**config.mk**
```make
export PLATFORM = sky130hd
export DESIGN_NAME = utf8_stream_decoder
export DESIGN_NICKNAME = d
export VERILOG_FILES = /design/src/hdl/ufd_pkg.sv /design/src/hdl/ufd_front.sv /design/src/hdl/ufd_queue.sv /design/src/hdl/ufd_back.sv /design/src/hdl/utf8_stream_decoder.sv
export SDC_FILE = /design/constraint.sdc
export NUM_CORES = 1
export LEC_CHECK = 0
export ABC_AREA = 1
export ABC_CLOCK_PERIOD_IN_PS = 7000
export BUFFER_PORTS_ARGS = -buffer_cell sky130_fd_sc_hd__buf_4
export CORE_MARGIN = 1.5
export CORE_UTILIZATION = 45
export DETAILED_ROUTE_END_ITERATION = 10
export GPL_TIMING_DRIVEN = 0
export PLACE_DENSITY = 0.61
export SYNTH_ARGS = -nofsm -noshare
export SYNTH_HDL_FRONTEND = slang
export SYNTH_SLANG_ARGS = --single-unit
```
**constraint.sdc**
```tcl
create_clock -name clock -period 7 [get_ports clock]
set_clock_uncertainty 0.05 [all_clocks]
set_input_delay 1.4 -clock clock [delete_from_list [all_inputs] [get_ports clock]]
set_output_delay 1.4 -clock clock [all_outputs]
set_load 0.03 [all_outputs]
```
**src/hdl/ufd_pkg.sv**
```systemverilog
// Shared types, constants and the sequence judge for the UTF-8 stream decoder.
package ufd_pkg;

   localparam logic [7:0]  CONT_MASK   = 8'hC0;
   localparam logic [7:0]  CONT_CODE   = 8'h80;
   localparam logic [20:0] LEAST_2     = 21'h000080;
   localparam logic [20:0] LEAST_3     = 21'h000800;
   localparam logic [20:0] LEAST_4     = 21'h010000;
   localparam logic [20:0] MAX_SCALAR  = 21'h10FFFF;
   localparam logic [20:0] SURR_LO     = 21'h00D800;
   localparam logic [20:0] SURR_HI     = 21'h00DFFF;
   localparam logic [20:0] REPL_RESET  = 21'h00FFFD;

   // lead_len codes
   localparam logic [2:0]  LEAD_BAD    = 3'd0;
   localparam logic [2:0]  LEAD_ASCII  = 3'd1;
   localparam logic [2:0]  LEAD_TWO    = 3'd2;
   localparam logic [2:0]  LEAD_THREE  = 3'd3;
   localparam logic [2:0]  LEAD_FOUR   = 3'd4;

   typedef struct packed {
      logic [7:0] data_byte;
      logic       end_of_buffer;
   } req_type;

   typedef struct packed {
      logic [20:0] codepoint;
      logic [2:0]  bytes_used;
      logic        replaced;
      logic        run_last;
      logic        buffer_last;
   } rsp_type;

   typedef struct packed {
      logic [7:0] data_byte;
      logic       cont;
      logic [2:0] lead_len;
   } byte_type;

   typedef struct packed {
      byte_type b;
      logic     fin;
   } item_type;

   typedef byte_type [3:0] win_type;

   typedef struct packed {
      logic        hold;
      logic        bad;
      logic [2:0]  used;
      logic [20:0] cp;
   } judge_type;

   function automatic judge_type judge(win_type w, logic [2:0] avail, logic fin,
                                       logic [20:0] repl);
      judge_type   r;
      logic [2:0]  len;
      logic        brk;
      logic [20:0] cp;
      logic [20:0] least;
      r.hold  = 1'b0;
      r.bad   = 1'b1;
      r.used  = 3'd1;
      r.cp    = repl;
      len     = w[0].lead_len;
      brk     = 1'b0;
      cp      = '0;
      least   = '0;
      if (len == LEAD_ASCII) begin
         r.bad = 1'b0;
         r.cp  = {13'd0, w[0].data_byte};
      end else if (len != LEAD_BAD) begin
         for (int i = 1; i < 4; i++) begin
            if (3'(i) < len && 3'(i) < avail && !w[i].cont) brk = 1'b1;
         end
         if (!brk) begin
            if (avail < len) begin
               r.hold = !fin;
            end else begin
               case (len)
                  LEAD_TWO: begin
                     cp    = {10'd0, w[0].data_byte[4:0], w[1].data_byte[5:0]};
                     least = LEAST_2;
                  end
                  LEAD_THREE: begin
                     cp    = {5'd0, w[0].data_byte[3:0], w[1].data_byte[5:0],
                              w[2].data_byte[5:0]};
                     least = LEAST_3;
                  end
                  default: begin
                     cp    = {w[0].data_byte[2:0], w[1].data_byte[5:0],
                              w[2].data_byte[5:0], w[3].data_byte[5:0]};
                     least = LEAST_4;
                  end
               endcase
               if (!(cp < least || cp > MAX_SCALAR || (cp >= SURR_LO && cp <= SURR_HI)))
               begin
                  r.bad  = 1'b0;
                  r.cp   = cp;
                  r.used = len;
               end
            end
         end
      end
      return r;
   endfunction

endpackage

```
**src/hdl/ufd_front.sv**
```systemverilog
// Front stage: accepts bytes, classifies them and pushes them into the queue.
module ufd_front (
   input  logic              clock,
   input  logic              reset,
   input  logic              req_valid,
   output logic              req_stall,
   input  ufd_pkg::req_type  req_item,
   output logic              push_valid,
   output ufd_pkg::item_type push_item,
   input  logic              push_full
);
   import ufd_pkg::*;

   logic     valid_ff, valid_in;
   item_type item_ff, item_in;
   logic     advance;

   always_comb begin
      advance   = !valid_ff || !push_full;
      req_stall = !advance;
      valid_in  = valid_ff && push_full;
      item_in   = item_ff;
      if (req_valid && advance) begin
         valid_in              = 1'b1;
         item_in.b.data_byte   = req_item.data_byte;
         item_in.fin           = req_item.end_of_buffer;
         item_in.b.cont        = (req_item.data_byte & CONT_MASK) == CONT_CODE;
         if (!req_item.data_byte[7])               item_in.b.lead_len = LEAD_ASCII;
         else if (req_item.data_byte[7:5] == 3'b110)   item_in.b.lead_len = LEAD_TWO;
         else if (req_item.data_byte[7:4] == 4'b1110)  item_in.b.lead_len = LEAD_THREE;
         else if (req_item.data_byte[7:3] == 5'b11110) item_in.b.lead_len = LEAD_FOUR;
         else                                          item_in.b.lead_len = LEAD_BAD;
      end
   end

   always_ff @(posedge clock) begin
      if (reset) begin
         valid_ff <= 1'b0;
      end else begin
         valid_ff <= valid_in;
      end
      item_ff <= item_in;
   end

   assign push_valid = valid_ff;
   assign push_item  = item_ff;

endmodule

```
**src/hdl/ufd_queue.sv**
```systemverilog
// Two-entry queue between the classifying front and the decoding back end.
module ufd_queue (
   input  logic              clock,
   input  logic              reset,
   input  logic              push_valid,
   input  ufd_pkg::item_type push_item,
   output logic              push_full,
   input  logic              pop,
   output logic              pop_valid,
   output ufd_pkg::item_type pop_item
);
   import ufd_pkg::*;

   item_type   mem_ff [2];
   logic       wr_ptr_ff, wr_ptr_in;
   logic       rd_ptr_ff, rd_ptr_in;
   logic [1:0] count_ff, count_in;
   logic       do_push, do_pop;

   always_comb begin
      push_full = count_ff == 2'd2;
      pop_valid = count_ff != 2'd0;
      pop_item  = mem_ff[rd_ptr_ff];
      do_push   = push_valid && !push_full;
      do_pop    = pop && pop_valid;
      wr_ptr_in = wr_ptr_ff ^ do_push;
      rd_ptr_in = rd_ptr_ff ^ do_pop;
      count_in  = count_ff + 2'(do_push) - 2'(do_pop);
   end

   always_ff @(posedge clock) begin
      if (reset) begin
         wr_ptr_ff <= 1'b0;
         rd_ptr_ff <= 1'b0;
         count_ff  <= 2'd0;
      end else begin
         wr_ptr_ff <= wr_ptr_in;
         rd_ptr_ff <= rd_ptr_in;
         count_ff  <= count_in;
      end
      if (do_push) begin
         mem_ff[wr_ptr_ff] <= push_item;
      end
   end

endmodule

```
**src/hdl/ufd_back.sv**
```systemverilog
// Back end: holds the byte window, judges one sequence per cycle unless loading or stalled, registers results.
module ufd_back (
   input  logic              clock,
   input  logic              reset,
   input  logic [20:0]       repl,
   input  logic              pop_valid,
   input  ufd_pkg::item_type pop_item,
   output logic              pop,
   output logic              rsp_valid,
   input  logic              rsp_stall,
   output ufd_pkg::rsp_type  rsp_item
);
   import ufd_pkg::*;

   win_type    win_ff, win_in, shifted;
   logic [2:0] cnt_ff, cnt_in;
   logic       fin_ff, fin_in;
   logic       busy_ff, busy_in;
   logic       rsp_valid_ff, rsp_valid_in;
   rsp_type    rsp_ff, rsp_in;
   judge_type  j, nj;
   logic       out_free, last;
   logic [2:0] rest, idx;

   always_comb begin
      out_free = !rsp_valid_ff || !rsp_stall;
      pop      = !busy_ff && pop_valid;
      j        = judge(win_ff, cnt_ff, fin_ff, repl);
      rest     = cnt_ff - j.used;
      for (int i = 0; i < 4; i++) begin
         idx = 3'(i) + j.used;
         shifted[i] = (idx < 3'd4) ? win_ff[idx[1:0]] : win_ff[i];
      end
      nj   = judge(shifted, rest, fin_ff, repl);
      last = (rest == 3'd0) || nj.hold;

      win_in       = win_ff;
      cnt_in       = cnt_ff;
      fin_in       = fin_ff;
      busy_in      = busy_ff;
      rsp_in       = rsp_ff;
      rsp_valid_in = rsp_valid_ff && rsp_stall;

      if (pop) begin
         win_in[cnt_ff[1:0]] = pop_item.b;
         cnt_in              = cnt_ff + 3'd1;
         fin_in              = pop_item.fin;
         busy_in             = 1'b1;
      end else if (busy_ff) begin
         if (j.hold) begin
            busy_in = 1'b0;
         end else if (out_free) begin
            win_in             = shifted;
            cnt_in             = rest;
            busy_in            = !last;
            rsp_valid_in       = 1'b1;
            rsp_in.codepoint   = j.cp;
            rsp_in.bytes_used  = j.used;
            rsp_in.replaced    = j.bad;
            rsp_in.run_last    = last;
            rsp_in.buffer_last = last && fin_ff;
         end
      end
   end

   always_ff @(posedge clock) begin
      if (reset) begin
         cnt_ff       <= 3'd0;
         busy_ff      <= 1'b0;
         rsp_valid_ff <= 1'b0;
      end else begin
         cnt_ff       <= cnt_in;
         busy_ff      <= busy_in;
         rsp_valid_ff <= rsp_valid_in;
      end
      win_ff <= win_in;
      fin_ff <= fin_in;
      rsp_ff <= rsp_in;
   end

   assign rsp_valid = rsp_valid_ff;
   assign rsp_item  = rsp_ff;

endmodule

```
**src/hdl/utf8_stream_decoder.sv**
```systemverilog
// Top level of the UTF-8 stream decoder with validation.
//
//   channel  direction  handshake              payload
//   req_     in         req_valid / req_stall  ufd_pkg::req_type (byte, end of buffer)
//   rsp_     out        rsp_valid / rsp_stall  ufd_pkg::rsp_type (one decoded character)
//   csr_     in         csr_wr_en              csr_wr_data, replacement codepoint
//
// Each byte is loaded into the back end's window register, then results are released
// one by one, bound by the sequence judge. A byte passes the front register, queue
// and window register before its result is registered; front stage and 2-entry
// queue absorb bytes while the back end works or the result port stalls.
// Synchronous reset empties the window and restores the replacement to U+FFFD.
module utf8_stream_decoder (
   input  logic             clock,
   input  logic             reset,
   input  logic             req_valid,
   output logic             req_stall,
   input  ufd_pkg::req_type req_item,
   output logic             rsp_valid,
   input  logic             rsp_stall,
   output ufd_pkg::rsp_type rsp_item,
   input  logic             csr_wr_en,
   input  logic [20:0]      csr_wr_data
);
   import ufd_pkg::*;

   logic [20:0] repl_ff, repl_in;
   logic        push_valid, push_full, pop, pop_valid;
   item_type    push_item, pop_item;

   assign repl_in = csr_wr_en ? csr_wr_data : repl_ff;

   always_ff @(posedge clock) begin
      if (reset) begin
         repl_ff <= REPL_RESET;
      end else begin
         repl_ff <= repl_in;
      end
   end

   ufd_front u_front (
      .clock      (clock),
      .reset      (reset),
      .req_valid  (req_valid),
      .req_stall  (req_stall),
      .req_item   (req_item),
      .push_valid (push_valid),
      .push_item  (push_item),
      .push_full  (push_full)
   );

   ufd_queue u_queue (
      .clock      (clock),
      .reset      (reset),
      .push_valid (push_valid),
      .push_item  (push_item),
      .push_full  (push_full),
      .pop        (pop),
      .pop_valid  (pop_valid),
      .pop_item   (pop_item)
   );

   ufd_back u_back (
      .clock      (clock),
      .reset      (reset),
      .repl       (repl_ff),
      .pop_valid  (pop_valid),
      .pop_item   (pop_item),
      .pop        (pop),
      .rsp_valid  (rsp_valid),
      .rsp_stall  (rsp_stall),
      .rsp_item   (rsp_item)
   );

endmodule

```
After elaboration in Yosys (flattened, before gate mapping)
Memory sizes are Yosys's and may differ from the RTL's. A register that Yosys moved wholly into a read port is not among the register bits.
Index checks and enable logic that the tools add are counted.

storage, ports and cells
  flip-flop bits (word level) = 120
  bits in writable memories = 26
  input port bits = 35
  memories kept = 1

operators by class
  add/subtract/negate cells = 7
  magnitude comparators = 32
  equality and inequality tests = 12
  muxes and demuxes = 82
  bitwise logic cells = 5
  reduce and logical (&&, ||, !) cells = 60

memories
  name            words  width  read ports  clocked after Yosys merged registers in  wr ports  line             text
  u_queue.mem_ff  2      13     1           1                                        1         ufd_queue.sv:14  item_type mem_ff [2];

operators by type and width
  cell                  number
  $mux 21               16
  $mux 48               4
  $mux 12               9
  $mux 26               4
  $mux 25               4
  $bmux 12 s2           4
  $pmux 21 s2           2
  $pmux 17 s2           2
  $bwmux 48             1
  $ge 21x16->1 const B  2
  $gt 21x21->1 const B  2
  $le 21x16->1 const B  2
  $lt 21x21->1          2
  $mux 1                26
  $demux 12 s2          1
  $lt 2x3->1 const A    8
  $logic_and 1x1->1     22
  $reduce_and 4->1      5
  $mux 3                6
  $lt 2x3->1 const B    5
  $logic_not 1->1       14
  $reduce_bool 2->1     7
  $eq 3x2->1 const B    4
  $lt 1x3->1 const A    4
  24 further kinds      42

Logic depth before layout (Yosys ltp)
  depth after elaboration = 47
  gate-level depth with buffers = 32

Cells and area by module
A second synthesis with hierarchy kept.

unflattened totals
  cell total of the unflattened synthesis = 916
  area total of the unflattened synthesis = 8,060.2 µm²

by module, submodules not included
  module               times used  cells each  area each (µm²)  sequential area each (µm²)
  ufd_back             1           708         5,585.4          2,382.3
  ufd_queue            1           76          1,224.9          860.8
  utf8_stream_decoder  1           104         782.0            420.4
  ufd_front            1           28          467.9            410.4

Worst setup path after synthesis
No wires, ideal clock.

  kind = reg-to-reg
  from = register u_back.win_ff[2] in the netlist's numbering
  to = register u_back.busy_ff
  setup time = 0.128 ns
  data arrival time = 4.100 ns
  slack = 2.722 ns
  cell stages (with the launch flop) = 31
  path buffers = 3
  cells stage by stage = edfxtp_1 inv_4 nand2_8 nor2_4 inv_1 ha_1 or2_0 nor2_1 nand2_1 nand2_2 nand2_4 nand3_2 buf_6 buf_6 buf_2 ha_1 inv_1 fa_1 xor2_1 xnor2_2 inv_2 ha_1 inv_1 a211oi_1 nand3_1 nor2_1 nand2_1 nand2_1 nand2_1 nand2_1 a21oi_1

RTL lines
  item                    line            text
  from (decl)             ufd_back.sv:15  win_type win_ff, win_in, shifted;
  from (signal assigned)  ufd_back.sv:76  win_ff <= win_in;
  to (signal assigned)    ufd_back.sv:73  busy_ff <= busy_in;
  to (decl)               ufd_back.sv:18  logic busy_ff, busy_in;

==> out/metrics.csv <==
stage;metric;value;unit
run_status;outcome;complete, no violations;
clock_network;post_cts resized;0;
job;Max-Cap Viols;0;
timing;Slew Limit Fails;0;
die;Die H;134;microns
global_route;vias in the first global route;6348;
die;core outline area;16700;sq um
final_layout;ANT cells;0;
critical_path;RR Startpoint;u_back.win_ff[2];
timing;RSZ-0062 raised after global routing;false;
placement;dpl hpwl;16.9;mm
global_route;GR Util All Layers;25.8;%
synth;Syn Area/Cell;8.86;sq um
critical_path;crit end category;flop;
clock_network;CTS tree;done;
critical_path;critical path's most frequent cell;nand2_1;
final_layout;nets@finish;1011;
min_path;Hold WC Path Type;reg -> reg;
timing;Final Hold Vio Count;0;
global_route;initial antenna violation count;0;
critical_path;Setup CP Type;reg -> reg;
detailed_routing;Via density;5.69;
clock_network;Clock Tree Root;clkbuf_16;
timing;Final period util;75.0;%
detailed_routing;Pre-Repair DR Iteration Count;5;
timing;Slew Limit Headroom;26.2;%
synth;post-synthesis sequential area ratio;52.6;%
critical_path;CP max-delay cell;edfxtp_1;
clock_network;clk_lat worst skew;0.43;ns
die;# IOs;64;
timing;Worst-Margin Slew;1.11;ns
critical_path;CP arrival;5.49;ns
critical_path;critical path fanouts, max;12;
global_route;first-pass GRT wire length;34.9;mm
critical_path;Critical Path RT;7.24;ns
synth;Post-Syn Instances;875;
timing;Setup TNS;0;ns
detailed_routing;post-route ant nets;0;
die;Die ar.;18000;sq um
placement;IO buf count;63;
detailed_routing;via count;6773;
clock_network;total setup buffers inserted after CTS;0;
clock_network;TritonCTS buffer count;17;
synth;ys async rst share;0;%
synth;ys flop type;edfxtp_1;
clock_network;Reg clk slew, reported paths;0.06;ns
global_route;GRT overflow;0;
synth;post-synthesis cell area;7750;sq um
clock_network;CTS Sinks;146;
detailed_routing;drt drc;0;
die;Rows;47;
timing;setup violators final;0;
clock_network;# hold bufs at CTS;0;
timing;Tmin final;5.25;ns
synth;Post-synth EDFFs;115;
timing;f_max;0.191;GHz
critical_path;critical path launch point type;flop;
synth;unique cell type count in the Yosys netlist;48;
final_layout;fraction of final layout cells sized beyond drive strength 1;12.8;%
die;initial core utilization;46.4;%
detailed_routing;drt first-iter violations;729;
final_layout;Area growth syn-to-layout;18.4;%
critical_path;Worst path max stage delay;0.58;ns
clock_network;CTS Buffer Depth;2;
detailed_routing;drt total wl;22.6;mm
die;Horiz. Die Dim;134;microns
global_route;largest net degree at the start of global routing;31;
critical_path;Setup crit start;u_back.win_ff[2];
min_path;hold path start;u_front.push_item[2];
placement;GP Congestion;0.939;
synth;syn nets;929;
clock_network;H-tree depth;4;
detailed_routing;DR WL/cell;19.0;microns
critical_path;reg2reg setup slack;1.75;ns
synth;synthesized flop and latch total;146;
synth;number of synthesis warnings;0;
path summary, 6_finish.rpt:
path / to / cells after the start
setup / recovery: u_back.busy_ff / 30
hold / removal: u_queue.mem_ff[0][2] / 0
setup reg to reg: u_back.busy_ff / 30
hold reg to reg: u_queue.mem_ff[0][2] / 0
layout by cell type (no fill, tap or decap), types with 7 or more instances in the layout:
| cell type | instances |
|---|---|
| a21oi_1 | 42 |
| a22o_1 | 7 |
| buf_2 | 9 |
| buf_4 | 65 |
| clkbuf_1 | 31 |
| clkbuf_16 | 22 |
| dfxtp_1 | 31 |
| edfxtp_1 | 115 |
| ha_1 | 18 |
| inv_1 | 79 |
| mux2i_1 | 15 |
| nand2_1 | 222 |
| nand3_1 | 46 |
| nand4_1 | 15 |
| nor2_1 | 57 |
| o21ai_0 | 91 |
| o22ai_1 | 33 |
| o32ai_1 | 10 |
cells by family after synthesis:
logic type / share of synthesized area (%)
AND/OR/NAND/NOR: 19.7
AO/OA/AOI/OAI: 14.9
flip-flops: 52.6
buffers and inverters: 6.96
adder cells (fa/ha/maj): 3.16
multiplexers: 2.08
XOR/XNOR: 0.662
critical path: cells and delay by family, from the launching register on:
kind,cells,cell delay (ns)
XOR/XNOR,2,0.39
AND/OR/NAND/NOR,14,1.45
adder cells (fa/ha/maj),4,1.10
flip-flops,1,0.58
AO/OA/AOI/OAI,2,0.27
buffers and inverters,8,1.24
per-layer routing:
layer  GRT usage (%)  part of all wire [%]  up-vias
li1                -                     -     3195
met1            33.1                    42     3198
met4            11.5                   3.0        0
met3            4.91                   6.5       61
met2            42.5                    49      319
met5               0                     0        -
sequential cells by signal, summed over array words and instances, names as in the netlist:
signal / cells
u_back.cnt_ff: 3
u_back.rsp_item: 27
u_front.push_item: 13
u_queue.wr_ptr_ff: 1
u_back.win_ff: 48
u_queue.count_ff: 2
u_front.push_valid: 1
u_back.rsp_valid: 1
u_queue.mem_ff: 26
repl_ff: 21
u_back.fin_ff: 1
u_queue.rd_ptr_ff: 1
u_back.busy_ff: 1
synthesized netlist by cell type, types with 3 or more instances:
cell type	instances	area, sq um
nand2_1	222	833
edfxtp_1	115	3450
o21ai_0	91	455
inv_1	79	297
nor2_1	57	214
nand3_1	46	230
a21oi_1	42	210
o22ai_1	33	206
dfxtp_1	31	621
clkbuf_1	29	109
ha_1	18	225
mux2i_1	15	150
nand4_1	15	93.8
o32ai_1	10	87.6
buf_2	9	45.0
a22o_1	7	61.3
a31oi_1	5	31.3
buf_6	4	45.0
nor2_4	4	45.0
inv_2	3	11.3
o21ai_1	3	15.0
xor2_1	3	26.3
final cells by class:
type,count,area [sq um]
clock inverters,7,104
clock buffers,25,572
well taps,220,275
repair buffers,63,473
flip-flops and latches,146,4070
inverters,84,318
multi-input cells,599,3140
plain buffers,46,221
fillers,1569,7530
stage by stage:
step	hold WS (ns)	std cells	area [sq um]	util (%)	setup WS (ns)
6_report	0.395	1190	9170	54.9	1.75
5_1_grt	0.401	1190	9170	54.9	1.51
4_1_cts	0.396	1190	9170	54.9	1.82
3_5_place_dp	0.382	1158	8500	50.9	1.85
3_3_place_gp	0.373	1158	8500	50.9	1.89
2_1_floorplan	0.371	875	7750	-	2.72
Power is not shown: default switching activity piles up to over one toggle a cycle in this logic, so the estimate is an artifact.
